`src/hw/rtl/frc_pkg.sv`:
```
// shared types and constants for the frame receive checker
`default_nettype none

package frc_pkg;

  localparam int unsigned ByteW   = 8;
  localparam int unsigned LenW    = 16;
  localparam int unsigned CfgIdxW = 2;
  localparam int unsigned CfgW    = 16;

  localparam logic [CfgIdxW-1:0] CfgFrameId  = CfgIdxW'(0);
  localparam logic [CfgIdxW-1:0] CfgCapacity = CfgIdxW'(1);

  localparam logic [ByteW-1:0] FrameIdRst  = '0;
  localparam logic [LenW-1:0]  CapacityRst = '1;

  typedef enum logic [1:0] {
    PhId   = 2'd0,
    PhLen  = 2'd1,
    PhData = 2'd2,
    PhSum  = 2'd3
  } phase_e;

  typedef enum logic [2:0] {
    StBusy   = 3'd0,
    StOk     = 3'd1,
    StBadId  = 3'd2,
    StBadLen = 3'd3,
    StBadSum = 3'd4
  } status_e;

  typedef struct packed {
    status_e             status;
    logic                payload_valid;
    logic [ByteW-1:0]    payload_byte;
    logic [LenW-1:0]     payload_index;
  } result_t;

endpackage

`default_nettype wire

```
`src/hw/rtl/frc_core.sv`:
```
// frame parser state machine and per-byte result logic
`default_nettype none

module frc_core (
  input  wire                         clk_i,
  input  wire                         rst_ni,
  input  wire                         beat_i,
  input  wire  [frc_pkg::ByteW-1:0]   wire_byte_i,
  input  wire  [frc_pkg::ByteW-1:0]   frame_id_i,
  input  wire  [frc_pkg::LenW-1:0]    capacity_i,
  output frc_pkg::result_t            result_o
);

  frc_pkg::phase_e             phase_q, phase_d;
  logic                        len_high_q, len_high_d;
  logic [frc_pkg::LenW-1:0]    frame_length_q, frame_length_d;
  logic [frc_pkg::LenW-1:0]    bytes_taken_q, bytes_taken_d;
  logic [frc_pkg::ByteW-1:0]   running_sum_q, running_sum_d;
  logic [frc_pkg::LenW-1:0]    full_length;
  logic [frc_pkg::LenW-1:0]    bytes_inc;

  // low byte already sits in frame_length_q when the high byte arrives
  assign full_length = {wire_byte_i, frame_length_q[frc_pkg::ByteW-1:0]};
  assign bytes_inc   = bytes_taken_q + frc_pkg::LenW'(1);

  // next state
  always_comb begin
    phase_d        = phase_q;
    len_high_d     = len_high_q;
    frame_length_d = frame_length_q;
    bytes_taken_d  = bytes_taken_q;
    running_sum_d  = running_sum_q;
    case (phase_q)
      frc_pkg::PhId: begin
        phase_d        = (wire_byte_i == frame_id_i) ? frc_pkg::PhLen : frc_pkg::PhId;
        len_high_d     = 1'b0;
        frame_length_d = '0;
        bytes_taken_d  = '0;
        running_sum_d  = '0;
      end
      frc_pkg::PhLen: begin
        if (!len_high_q) begin
          frame_length_d = {{(frc_pkg::LenW-frc_pkg::ByteW){1'b0}}, wire_byte_i};
          len_high_d     = 1'b1;
        end else begin
          len_high_d    = 1'b0;
          bytes_taken_d = '0;
          running_sum_d = '0;
          if (full_length <= capacity_i) begin
            frame_length_d = full_length;
            phase_d = (full_length == '0) ? frc_pkg::PhSum : frc_pkg::PhData;
          end else begin
            frame_length_d = '0;
            phase_d        = frc_pkg::PhId;
          end
        end
      end
      frc_pkg::PhData: begin
        running_sum_d = running_sum_q + wire_byte_i;
        bytes_taken_d = bytes_inc;
        if (bytes_inc >= frame_length_q) begin
          phase_d = frc_pkg::PhSum;
        end
      end
      default: begin
        phase_d        = frc_pkg::PhId;
        len_high_d     = 1'b0;
        frame_length_d = '0;
        bytes_taken_d  = '0;
        running_sum_d  = '0;
      end
    endcase
  end

  // per-byte result
  always_comb begin
    result_o = '{status: frc_pkg::StBusy, payload_valid: 1'b0,
                 payload_byte: '0, payload_index: '0};
    case (phase_q)
      frc_pkg::PhId: begin
        if (wire_byte_i != frame_id_i) begin
          result_o.status = frc_pkg::StBadId;
        end
      end
      frc_pkg::PhLen: begin
        if (len_high_q && (full_length > capacity_i)) begin
          result_o.status = frc_pkg::StBadLen;
        end
      end
      frc_pkg::PhData: begin
        result_o.payload_valid = 1'b1;
        result_o.payload_byte  = wire_byte_i;
        result_o.payload_index = bytes_taken_q;
      end
      default: begin
        result_o.status = (wire_byte_i == running_sum_q) ? frc_pkg::StOk : frc_pkg::StBadSum;
      end
    endcase
  end

  always_ff @(posedge clk_i or negedge rst_ni) begin
    if (!rst_ni) begin
      phase_q        <= frc_pkg::PhId;
      len_high_q     <= 1'b0;
      frame_length_q <= '0;
      bytes_taken_q  <= '0;
      running_sum_q  <= '0;
    end else if (beat_i) begin
      phase_q        <= phase_d;
      len_high_q     <= len_high_d;
      frame_length_q <= frame_length_d;
      bytes_taken_q  <= bytes_taken_d;
      running_sum_q  <= running_sum_d;
    end
  end

  a_data_in_range: assert property (@(posedge clk_i) disable iff (!rst_ni)
    (phase_q == frc_pkg::PhData) |-> (bytes_taken_q < frame_length_q))
    else $error("payload count reached length while still in data phase");

  a_len_flag_only_in_len: assert property (@(posedge clk_i) disable iff (!rst_ni)
    (phase_q != frc_pkg::PhLen) |-> !len_high_q)
    else $error("high length flag set outside length phase");

  a_end_returns_idle: assert property (@(posedge clk_i) disable iff (!rst_ni)
    (beat_i && (result_o.status != frc_pkg::StBusy)) |=> (phase_q == frc_pkg::PhId))
    else $error("frame end or error did not return to id wait");

  a_idle_clean: assert property (@(posedge clk_i) disable iff (!rst_ni)
    (phase_q == frc_pkg::PhId) |-> ((bytes_taken_q == '0) && (running_sum_q == '0)))
    else $error("stale count or sum while waiting for id");

endmodule

`default_nettype wire

```
`config.mk`:
```
export PLATFORM = sky130hd
export DESIGN_NAME = frc_core
export DESIGN_NICKNAME = d
export VERILOG_FILES = /design/src/hw/rtl/frc_pkg.sv /design/src/hw/rtl/frc_core.sv
export SDC_FILE = /design/constraint.sdc
export NUM_CORES = 1
export LEC_CHECK = 0
export BUFFER_PORTS_ARGS = -buffer_cell sky130_fd_sc_hd__buf_4
export CAP_MARGIN = 20
export CELL_PAD_IN_SITES_DETAIL_PLACEMENT = 1
export CELL_PAD_IN_SITES_GLOBAL_PLACEMENT = 1
export CORE_ASPECT_RATIO = 1.25
export CORE_MARGIN = 2
export CORE_UTILIZATION = 43
export CTS_BUF_LIST = sky130_fd_sc_hd__clkbuf_16
export DETAILED_ROUTE_END_ITERATION = 6
export GPL_ROUTABILITY_DRIVEN = 0
export PLACE_DENSITY_LB_ADDON = 0.1
export SLEW_MARGIN = 20
export SYNTH_ARGS = -nofsm -noshare
export SYNTH_HDL_FRONTEND = slang
export SYNTH_SLANG_ARGS = --single-unit
```
`constraint.sdc`:
```
create_clock -name clk_i -period 3.1 [get_ports clk_i]
set_input_delay 0.155 -clock clk_i [delete_from_list [all_inputs] [get_ports clk_i]]
set_output_delay 0.155 -clock clk_i [all_outputs]
set_load 0.02 [all_outputs]
```
# After elaboration in Yosys (flattened, before gate mapping)
# Cells that the tools add are included.
[word_totals]
regBits = 43
inputBits = 35
[classes]
n_addsub = 2
magnitude_cmp = 3
eq_ne = 8
muxes = 20
bitwise_logic = 1
n_reduce_logical = 7
[ops]
columns = ["operator", "n"]
rows = [
  ["$pmux 16 s2", 2],
  ["$mux 16", 3],
  ["$mux 25", 1],
  ["$add 16x1->16 const B", 1],
  ["$eq 8x8->1", 2],
  ["$ge 16x16->1", 1],
  ["$gt 16x16->1", 1],
  ["$le 16x16->1", 1],
  ["$logic_not 16->1", 1],
  ["$pmux 8 s2", 1],
  ["$mux 2", 5],
  ["$pmux 3 s3", 1],
  ["$add 8x8->8", 1],
  ["$mux 8", 1],
  ["$ne 8x8->1", 1],
  ["$pmux 2 s3", 1],
  ["$reduce_and 3->1", 2],
  ["$ne 2x2->1 const B", 2],
  ["$reduce_and 2->1", 2],
  ["$mux 1", 3],
  ["$mux 3", 1],
  ["$ne 3x3->1 const B", 1],
  ["$eq 2x1->1 const B", 1],
  ["$eq 2x2->1 const B", 1],
  ["4 further kinds", 4],
]

# Logic depth before layout (Yosys ltp)
# Gate-level depths: netlist of the first run.
[logic_depth]
ltp_word = 5
ltp_mapped = 13
ltp_nobuf = 11

# Least setup slack after synthesis of the first run
# OpenSTA, ideal clock, no wires.
[synth_path]
path_kind = "reg2reg"
startpoint = "register bytes_taken_q[2] in the netlist's numbering"
endpoint = "register phase_q[0]"
arrival_time_ps = 2393
path_slack_ps = 584
stages_incl_launch_ff = 14
synth_period_minus_slack_ps = 2516
cell_sequence = "dfrtp_1 and3_1 and3_1 clkbuf_1 and3_1 buf_2 nand3_1 xnor2_1 ha_1 and3_1 a221oi_1 o211ai_1 a21oi_1 o21bai_1"
[synth_between]
elab_chain_cells = 4
[synth_rtl]
columns = ["element", "line", "rtl"]
rows = [
  ["start, declared", "frc_core.sv:17", "logic [frc_pkg::LenW-1:0] bytes_taken_q, bytes_taken_d;"],
  ["start signal, assigned", "frc_core.sv:112", "bytes_taken_q <= bytes_taken_d;"],
  ["$add 16x1->16", "frc_core.sv:24", "assign bytes_inc = bytes_taken_q + frc_pkg::LenW'(1);"],
  ["$ge 16x16->1", "frc_core.sv:61", "if (bytes_inc >= frame_length_q) begin"],
  ["$ne 2x2->1 (no source line)", "n/a", ""],
  ["$reduce_and 3->1 (no source line)", "n/a", ""],
  ["end signal, assigned", "frc_core.sv:103", "phase_q <= frc_pkg::PhId;"],
  ["end signal, assigned", "frc_core.sv:109", "phase_q <= phase_d;"],
  ["end, declared", "frc_core.sv:14", "frc_pkg::phase_e phase_q, phase_d;"],
]
# No other way between the ends.
# A chain may end at the register's enable or synchronous reset.

# Worst setup path in the final report of the first run
[layout_path]
startpoint = "register bytes_taken_q[0] in the netlist's numbering"
endpoint = "register phase_q[0]"
# The elaborated chain is that of the path after synthesis.

==> flow_summary_export.csv, run 1 <==
group,metric,value,unit
timing,min_period,2910,ps
timing,skew,8.02,ps
timing,hold_viol,0,
timing,rsz0062_at_grt,"false",
logic_synthesis,ys_types,53,
layout,synthToLayoutAreaGrowth,21.4,%
layout,finalInstanceArea,4140,µm²
critical_path,crit_buf_inv,0,
flow_run,max-cap-violations,0,
placed_design,place_inst,527,
clock_network,cts_root_buffer,"clkbuf_16",
placed_design,placed_cell_area,3930,µm²
timing,max_freq,344,MHz
logic_synthesis,synth_flop_cell,"dfrtp_1",
global_routing,globalRouteTotalUtil,22.3,%
placed_design,dpl.hpwl,7.12,mm
timing,whs,198,ps
power,clockPowerShare,27.1,%
route,wirelength,9.40,mm
global_routing,overflow,0,
logic_synthesis,synth-xor-area-share,7.45,%
layout,stdcell_count,536,
layout,fill_cells,906,
die,die_h,104,µm
clock_network,cts_setup_buffers,0,
logic_synthesis,netlist_instances,384,
power,netSwitchingFraction,37.8,%
power,pwr-share-comb,40.3,%
clock_network,clk_pin_slew,70,ps
die,die_x,83.6,µm
logic_synthesis,synth_top_family_by_area,"compound AO/OA/AOI/OAI gates",
critical_path,required,3260,ps
route,drt-initial-drc-count,65,
timing,final-setup-viol-count,0,
logic_synthesis,syn_avg_cell_area,8.88,µm²
clock_network,cts_buffers,5,
route,vias_per_cell,5.67,
layout,num_antenna_cells,0,
timing,slew_violations,0,
route,via_count,3040,
critical_path,crit_path_start_kind,"flip-flop",
power,power_switching,961,µW
die,row_count,36,
logic_synthesis,synth.area.top_cells,"dfrtp_1, ha_1, and2_1",
route,drc,0,
route,routedWlPerCell,17.5,µm
layout,fin_util,53.4,%
layout,drive_gt1_share,20.2,%
die,die-area,8660,µm²
route,antenna_left,0,
clock_network,htreeDepth,2,
clock_network,worstSkewPairLatency,290,ps
power,p_per_area,615,nW/µm²
clock_network,clock_path_buffers,2,
logic_synthesis,synth_top_cell_by_area,"dfrtp_1",
logic_synthesis,synth-seq-cells,43,
power,max-vdd-ir-drop,348,µV
logic_synthesis,synth_seq_area_share,31.6,%
clock_network,cts_tree,"done",
clock_network,clock-sinks,43,
timing,fin_crit_sh,93.8,%
logic_synthesis,yosys.area_share.simple,19.2,%
die,core,7750,µm²
global_routing,grt_pass1_wl,15.8,mm
global_routing,grt_max_degree,44,
critical_path,crit_chain,"ha_1 > nand3_1 > nor4_4 > nand3_1 > xnor2_1 > ha_1 > nor2b_1 > o21ai_0 > nand2_1 > a21oi_1 > o21bai_1",
worst_hold_path,hp-class,"in -> reg",
logic_synthesis,muxShareOfSynthArea,0,%
power,intPower,1580,µW
critical_path,critPathTopFamily,"simple AND/OR/NAND/NOR gates",
timing,worstMarginPinSlew,1000,ps
critical_path,crit_slowest_cell,"nor4_4",
run_status,outcome,"complete, no violations",
logic_synthesis,synth_area,3410,µm²
critical_path,critical_path.max_stage_delay,460,ps
critical_path,cp-end-kind,"flip-flop",
placed_design,numPortBuffers,62,
global_routing,grt_pass1_vias,3165,
die,pin_count,63,
logic_synthesis,synth_nets,460,
critical_path,cp.arrival,3070,ps
logic_synthesis,synth_compound_area_share,20.0,%
logic_synthesis,synthAdderAreaFrac,15.3,%
critical_path,worstSetupPathType,"reg -> reg",
logic_synthesis,async_flop_share,100,%
die,start_util,44.0,%
layout,nets,516,
logic_synthesis,synth_enable_flop_cells,0,
global_routing,antenna_found_initial,0,
power,seq_power_share,32.6,%
critical_path,cp_max_fo,7,
logic_synthesis,synth_warnings,0,
logic_synthesis,synth_top_area_share,31.6,%
route,dr.pass1.iters,4,
power,p_leak,0.00205,µW
timing,slew_headroom,33.2,%
timing,tns,0,ps
-- Yosys cell counts (2+ instances only) --
cell      count
a211oi_1      2
inv_1        35
o211ai_1      3
nand2_1      25
and3_1        5
a21o_1        4
nor3_1        4
buf_4         3
a31oi_1       5
clkbuf_1     11
o21a_1        2
nor2b_1       2
o21ai_0      26
or3_1         3
a21oi_1      16
nor2_1       13
nand4_1       7
nand3_1      13
a22o_2        8
nor4_1        6
and2_1       26
a22o_1       14
xor2_1       11
nand2b_1      3
xnor2_1      18
o31ai_1       8
ha_1         40
o21bai_1      2
buf_2         2
dfrtp_1      43
or2_2         2
-- registers in the layout (all words and copies together) (netlist names) --
name            cells
bytes_taken_q      16
phase_q             2
frame_length_q     16
running_sum_q       8
len_high_q          1
-- layout by cell type (no fill, tap or decap), types with 2 or more instances in the layout --
master	netlist	layout
a211oi_1	2	2
a21o_1	4	4
a21oi_1	16	16
a22o_1	14	14
a22o_2	8	8
a31oi_1	5	5
and2_1	26	26
and3_1	5	5
buf_4	3	66
bufinv_16	0	2
clkbuf_16	0	5
dfrtp_1	43	43
ha_1	40	40
inv_1	35	35
nand2_1	25	25
nand2b_1	3	3
nand3_1	13	13
nand4_1	7	7
nor2_1	13	12
nor2b_1	2	2
nor3_1	4	4
nor4_1	6	6
o211ai_1	3	3
o21a_1	2	2
o21ai_0	26	26
o21bai_1	2	2
o31ai_1	8	8
or2_2	2	2
or3_1	3	3
xnor2_1	18	18
xor2_1	11	11
-- metrics by stage --
step	setup WS, ps	power [µW]
6_report	193	2540
3_3_place_gp	437	1810
3_5_place_dp	239	1860
4_1_cts	194	2570
2_1_floorplan	584	1510
5_1_grt	17.2	2730
-- worst reg2reg max path, stage by stage, from the launching register on --
cell	delay (ps)
dfrtp_1	450
ha_1	240
nand3_1	270
nor4_4	460
nand3_1	190
xnor2_1	160
ha_1	290
nor2b_1	130
o21ai_0	230
nand2_1	90
a21oi_1	170
o21bai_1	100
-- cells by family after synthesis --
group	after synthesis
compound gates	100
xor+xnor	29
fa+ha+maj	41
buf+inv	53
flops	43
simple gates	118
-- worst paths after layout --
path	from	end	slack, ps	cells past startpoint
worst max-delay path	bytes_taken_q[0]$_DFFE_PN0P_	phase_q[0]$_DFFE_PN0P_	190	11
worst min-delay path	wire_byte_i[5]	frame_length_q[13]$_DFFE_PN0P_	200	2
worst max register to register	bytes_taken_q[0]$_DFFE_PN0P_	phase_q[0]$_DFFE_PN0P_	190	11
worst min register to register	running_sum_q[2]$_DFFE_PN0P_	running_sum_q[2]$_DFFE_PN0P_	500	2
max in group asynchronous	rst_ni	frame_length_q[4]$_DFFE_PN0P_	2290	2
min in group asynchronous	rst_ni	bytes_taken_q[3]$_DFFE_PN0P_	390	2
-- power groups by stage --
stage               clock (µW)  sequential [µW]  combinational [µW]
finish                     690              828                1030
global route               721              849                1160
CTS                        703              828                1040
detailed placement           0              833                1030
global placement             0              824                 988
floorplan                    0              767                 739
-- area by class of cell --
cell class	count	area, µm²	share of cell area (%)
inverter	35	131	3.17
tap	95	119	2.87
multi-input combinational	288	2110	51.1
clock inverter	3	67.6	1.63
sequential	43	1080	26.0
clock buffer	5	125	3.02
timing repair buffer	67	505	12.2
-- timing repair --
action                     CTS  global route
setup endpoints to repair    0             1
hold buffers                 1             0
hold endpoints to repair    43             0
gates resized for setup      0             1
-- layer usage --
metal | GRT usage (%) | vias up | share of wire (%) | routed length [µm]
met5 | 0 | - | 0 | 0
met4 | 5.18 | 0 | 1.4 | 127
met3 | 2.47 | 10 | 3.0 | 278
met2 | 40.2 | 64 | 53 | 4930
met1 | 28.4 | 1490 | 43 | 4060
li1 | - | 1476 | - | -
Power figures use the tool's default switching activity.
==> run 2: changes to the inputs <==
PLACE_DENSITY = 0.82   (was not set)
PLACE_DENSITY_LB_ADDON = not set   (was 0.1)
RECOVER_POWER = 25   (was not set)
==> run 2 against run 1 <==
  * The run now ends with capacitance limit, slew limit left
  * Non-clock buffer count unchanged
  * Worst hold slack gained 8.6 ps
  * Fmax increased by 5.5%
  * Critical path depth unchanged
  * Final cell count stayed put
  * Combinational power hardly changed
  * Utilization decreased by 0.61 points
  * Critical path type unchanged
  * Highest routed layer unchanged
==> flow_summary_export.csv, run 2 (synthesis results as in run 1) <==
group,metric,value,unit
run_status,outcome,"finished, violations left",
run_status,violations,"capacitance limit, slew limit",
global_routing,grt_pass1_vias,3357,
route,wirelength,9.91,mm
global_routing,globalRouteTotalUtil,23.7,%
timing,hold_viol,0,
clock_network,clock-sinks,43,
placed_design,numPortBuffers,62,
route,via_count,3089,
critical_path,worstRegToRegCells,11,
power,p_leak,0.00203,µW
layout,num_antenna_cells,0,
die,start_util,44.0,%
critical_path,cp.arrival,2930,ps
timing,final-setup-viol-count,0,
power,p_per_area,580,nW/µm²
route,antenna_left,0,
global_routing,antenna_found_initial,0,
timing,worstMarginPinSlew,2440,ps
timing,min_period,2750,ps
die,core,7750,µm²
layout,stdcell_count,536,
flow_run,max-cap-violations,1,
timing,slew_headroom,-62.6,%
route,drc,0,
placed_design,dpl.hpwl,7.31,mm
critical_path,r2r_end,"phase_q[0]$_DFFE_PN0P_",
critical_path,cp_max_fo,6,
timing,rsz0062_at_grt,"false",
global_routing,grt_max_degree,44,
critical_path,required,3270,ps
die,die-area,8660,µm²
layout,synthToLayoutAreaGrowth,20.0,%
critical_path,startpoint,"bytes_taken_q[2]$_DFFE_PN0P_",
route,dr.pass1.iters,4,
clock_network,cts_buffers,5,
worst_hold_path,min_to,"frame_length_q[3]$_DFFE_PN0P_",
route,drt-initial-drc-count,95,
global_routing,grt_pass1_wl,16.7,mm
layout,top_regs,"bytes_taken_q x16, frame_length_q x16, running_sum_q x8",
die,die_x,83.6,µm
die,row_count,36,
route,vias_per_cell,5.76,
power,max-vdd-ir-drop,332,µV
clock_network,clk_pin_slew,70,ps
clock_network,clock_path_buffers,2,
worst_hold_path,hold_path_depth,2,
worst_hold_path,hold_start,"wire_byte_i[3]",
clock_network,cts_root_buffer,"clkbuf_16",
critical_path,crit_path_start_kind,"flip-flop",
die,die_h,104,µm
placed_design,place_inst,527,
critical_path,r2r-start,"bytes_taken_q[2]$_DFFE_PN0P_",
route,routedWlPerCell,18.5,µm
layout,mostFrequentLayoutCells,"buf_4, dfrtp_1, ha_1",
critical_path,cp-end-kind,"flip-flop",
layout,nets,516,
timing,tns,0,ps
critical_path,r2r_setup_slack,350,ps
timing,slew_violations,44,
layout,fill_cells,935,
die,pin_count,63,
timing,max_freq,363,MHz
timing,fin_crit_sh,88.9,%
timing,skew,7.81,ps
critical_path,worstSetupPathType,"reg -> reg",
global_routing,overflow,0,
layout,layout_commonest_cell,"buf_4",
worst_hold_path,hp-class,"in -> reg",
clock_network,worstSkewPairLatency,280,ps
clock_network,cts_tree,"done",
layout,drive_gt1_share,20.0,%
timing,whs,207,ps
clock_network,htreeDepth,2,
==> run 2: cell count changes in the layout (fill, tap and decap cells not counted) <==
cell	previous run	this run
nor2_4	0	1
clkbuf_1	0	1
inv_1	35	36
and3_2	0	2
clkinvlp_4	1	0
buf_4	66	65
bufinv_16	2	0
clkinv_1	0	2
nor2_2	1	0
nand3_2	0	1
and3_1	5	3
nand3_1	13	12
==> run 2: worst max path at each step <==
stage,end,cells after the start
floorplan,phase_q[0]$_DFFE_PN0P_,13
global placement,phase_q[0]$_DFFE_PN0P_,11
detailed placement,phase_q[0]$_DFFE_PN0P_,11
CTS,phase_q[0]$_DFFE_PN0P_,11
global route,phase_q[0]$_DFFE_PN0P_,11
finish,phase_q[0]$_DFFE_PN0P_,11
==> run 2: routing by layer <==
metal / track usage (%) / vias up / share of wire [%]
li1: - / 1476 / -
met1: 28.3 / 1543 / 42
met2: 44.6 / 59 / 54
met3: 2.55 / 11 / 2.8
met4: 6.22 / 0 / 1.7
met5: 0 / - / 0
==> run 2: cell type report <==
cell class                      instances  area (µm²)  area share, %
Tap cell                               95         119           2.91
Inverter                               35         131           3.21
Timing Repair Buffer                   67         502           12.3
Clock buffer                            5         125           3.06
Multi-Input combinational cell        288        2130           52.0
Clock inverter                          3        11.3          0.275
Sequential cell                        43        1080           26.3
==> run 2: power breakdown <==
part	switching (µW)	total, µW	leakage [µW]	internal [µW]
Combinational	589	1040	0.00137	447
Sequential	145	824	0.000588	678
Clock	222	513	0.0000701	291
Total	957	2370	0.00203	1420
==> run 2: critical path, cell delays in order, from the launching register on <==
cell	delay [ps]
dfrtp_1	430
and3_1	230
and3_2	260
and3_2	260
nand3_1	140
xnor2_1	170
ha_1	290
and3_1	200
a221oi_1	280
o211ai_1	140
a21oi_1	170
o21bai_1	80
==> run 2: stage by stage <==
step | total power (µW) | util (%) | cell area [µm²] | worst slack, ps
after CTS | 2390 | 52.7 | 4080 | 135
final | 2370 | 52.8 | 4090 | 345
after detailed placement | 1860 | 50.8 | 3930 | 173
after global routing | 2570 | 52.8 | 4090 | 25.9
after global placement | 1800 | 50.8 | 3930 | 444
after floorplan | 1510 | - | 3410 | 584
==> run 2: timing repair <==
item	4_1_cts	5_1_grt
setup buffers	0	0
hold endpoints to repair	43	0
hold buffers	1	0
resized for setup	0	5
setup endpoints to repair	0	1
==> run 3: changes to the inputs <==
BUFFER_PORTS_ARGS = -buffer_cell sky130_fd_sc_hd__buf_2   (was -buffer_cell sky130_fd_sc_hd__buf_4)
==> run 3 against run 2 <==
  * The flow still finishes with violations (capacitance limit, slew limit)
  * Fmax is 3.3% lower
  * Final area down 4.1%
  * Sequential share of layout area rose by 1.1 points
  * Largest cell class unchanged
==> flow_summary_export.csv, run 3 (synthesis results as in run 1) <==
group,metric,value,unit
run_status,outcome,"finished, violations left",
run_status,violations,"capacitance limit, slew limit",
die,core,7750,µm²
timing,fin_crit_sh,91.9,%
timing,rsz0062_at_grt,"false",
critical_path,cp-end-kind,"flip-flop",
worst_hold_path,hp-class,"in -> reg",
route,antenna_left,0,
critical_path,cp_max_fo,7,
power,intPower,1380,µW
critical_path,crit_slowest_cell,"dfrtp_1",
critical_path,worstSetupPathType,"reg -> reg",
route,routedWlPerCell,18.4,µm
die,row_count,36,
layout,mostFrequentLayoutCells,"buf_2, dfrtp_1, ha_1",
timing,slew_violations,44,
die,die_h,104,µm
die,die-area,8660,µm²
critical_path,critPathTopFamily,"simple AND/OR/NAND/NOR gates",
timing,hold_viol,0,
layout,nets,515,
timing,max_freq,351,MHz
route,wirelength,9.82,mm
critical_path,cp_num_cells,11,
placed_design,placed_cell_area,3780,µm²
timing,slew_headroom,-58.1,%
clock_network,worstSkewPairLatency,290,ps
layout,drive_gt1_share,19.8,%
clock_network,cts_buffers,5,
power,max-vdd-ir-drop,261,µV
timing,final-setup-viol-count,0,
critical_path,r2r_setup_slack,250,ps
route,via_count,3114,
layout,finalInstanceArea,3920,µm²
timing,tns,0,ps
route,dr.pass1.iters,4,
clock_network,clk_pin_slew,60,ps
critical_path,required,3270,ps
layout,layout_commonest_cell,"buf_2",
global_routing,grt_pass1_wl,17.0,mm
power,netSwitchingFraction,41.1,%
placed_design,numPortBuffers,62,
worst_hold_path,hold_path_depth,3,
power,seq_power_share,35.5,%
critical_path,crit_buf_inv,0,
layout,top_regs,"bytes_taken_q x16, frame_length_q x16, running_sum_q x8",
timing,skew,5.59,ps
global_routing,globalRouteTotalUtil,24.0,%
power,power_switching,962,µW
power,p_per_area,597,nW/µm²
route,vias_per_cell,5.83,
layout,synthToLayoutAreaGrowth,15.1,%
critical_path,critical_path.max_stage_delay,460,ps
timing,worstMarginPinSlew,2370,ps
global_routing,grt_pass1_vias,3437,
route,drc,0,
die,start_util,44.0,%
power,clockPowerShare,22.0,%
clock_network,htreeDepth,2,
critical_path,crit_chain,"ha_1 > nand3_1 > nor2_4 > nand3_1 > xnor2_1 > ha_1 > and3_1 > a221oi_1 > o211ai_1 > a21oi_1 > o21bai_1",
global_routing,overflow,0,
clock_network,clock-sinks,43,
clock_network,cts_root_buffer,"clkbuf_16",
global_routing,grt_max_degree,44,
timing,min_period,2850,ps
critical_path,crit_path_start_kind,"flip-flop",
power,pwr-share-comb,42.5,%
die,die_x,83.6,µm
placed_design,dpl.hpwl,7.17,mm
flow_run,max-cap-violations,1,
clock_network,cts_setup_buffers,0,
clock_network,cts_resized,0,
critical_path,cp.arrival,3020,ps
layout,num_antenna_cells,0,
layout,fill_cells,965,
power,p_leak,0.00200,µW
die,pin_count,63,
critical_path,worstRegToRegCells,11,
route,drt-initial-drc-count,78,
global_routing,antenna_found_initial,0,
clock_network,postCtsHoldBufs,0,
clock_network,clock_path_buffers,2,
clock_network,cts_tree,"done",
-- run 3: cell count changes in the layout (fill, tap and decap cells not counted), sizes merged --
cell         before  now
dlygate4sd3       1    0
inv              36   35
-- run 3: area by class of cell --
class	instances	area [µm²]	area share, %
multi-input cells	288	2120	54.1
flip-flops and latches	43	1080	27.4
repair buffers	66	339	8.64
inverters	35	131	3.35
clock buffers	5	125	3.19
well taps	95	119	3.03
clock inverters	2	8.76	0.223
-- run 3: worst paths after layout --
| check | startpoint | endpoint |
|---|---|---|
| worst max-delay path | bytes_taken_q[0]$_DFFE_PN0P_ | phase_q[0]$_DFFE_PN0P_ |
| worst min-delay path | beat_i | phase_q[1]$_DFFE_PN0P_ |
| worst max register to register | bytes_taken_q[0]$_DFFE_PN0P_ | phase_q[0]$_DFFE_PN0P_ |
| worst min register to register | running_sum_q[6]$_DFFE_PN0P_ | running_sum_q[6]$_DFFE_PN0P_ |
| max in group asynchronous | rst_ni | frame_length_q[1]$_DFFE_PN0P_ |
| min in group asynchronous | rst_ni | bytes_taken_q[3]$_DFFE_PN0P_ |
-- run 3: worst reg2reg max path, cell delays in order, from the launching register on --
cell	delay, ps
dfrtp_1	460
ha_1	260
nand3_1	310
nor2_4	280
nand3_1	150
xnor2_1	200
ha_1	270
and3_1	160
a221oi_1	240
o211ai_1	130
a21oi_1	170
o21bai_1	100
-- run 3: power by group through the flow --
stage | Sequential (µW) | Combinational, µW | Clock [µW]
final | 830 | 996 | 515
after global routing | 851 | 1150 | 541
after CTS | 826 | 999 | 516
after detailed placement | 832 | 985 | 0
after global placement | 822 | 933 | 0
after floorplan | 767 | 739 | 0
-- run 3: per-stage QoR --
| stage | worst slack [ps] | total power [µW] | cells | util, % | hold slack (ps) |
|---|---|---|---|---|---|
| 2_1_floorplan | 584 | 1510 | 384 | - | -141 |
| 3_3_place_gp | 448 | 1750 | 527 | 48.8 | 361 |
| 3_5_place_dp | 203 | 1820 | 527 | 48.8 | 377 |
| 4_1_cts | 174 | 2340 | 534 | 50.5 | 72.4 |
| 5_1_grt | 38.8 | 2540 | 534 | 50.6 | 261 |
| 6_report | 252 | 2340 | 534 | 50.6 | 248 |
-- run 3: routing by layer --
layer	track usage (%)	share of wire, %	vias to the layer above
met3	3.11	3.6	20
met4	7.37	2.0	0
li1	-	-	1475
met2	43.9	53	76
met1	29.1	41	1543
met5	0	0	-
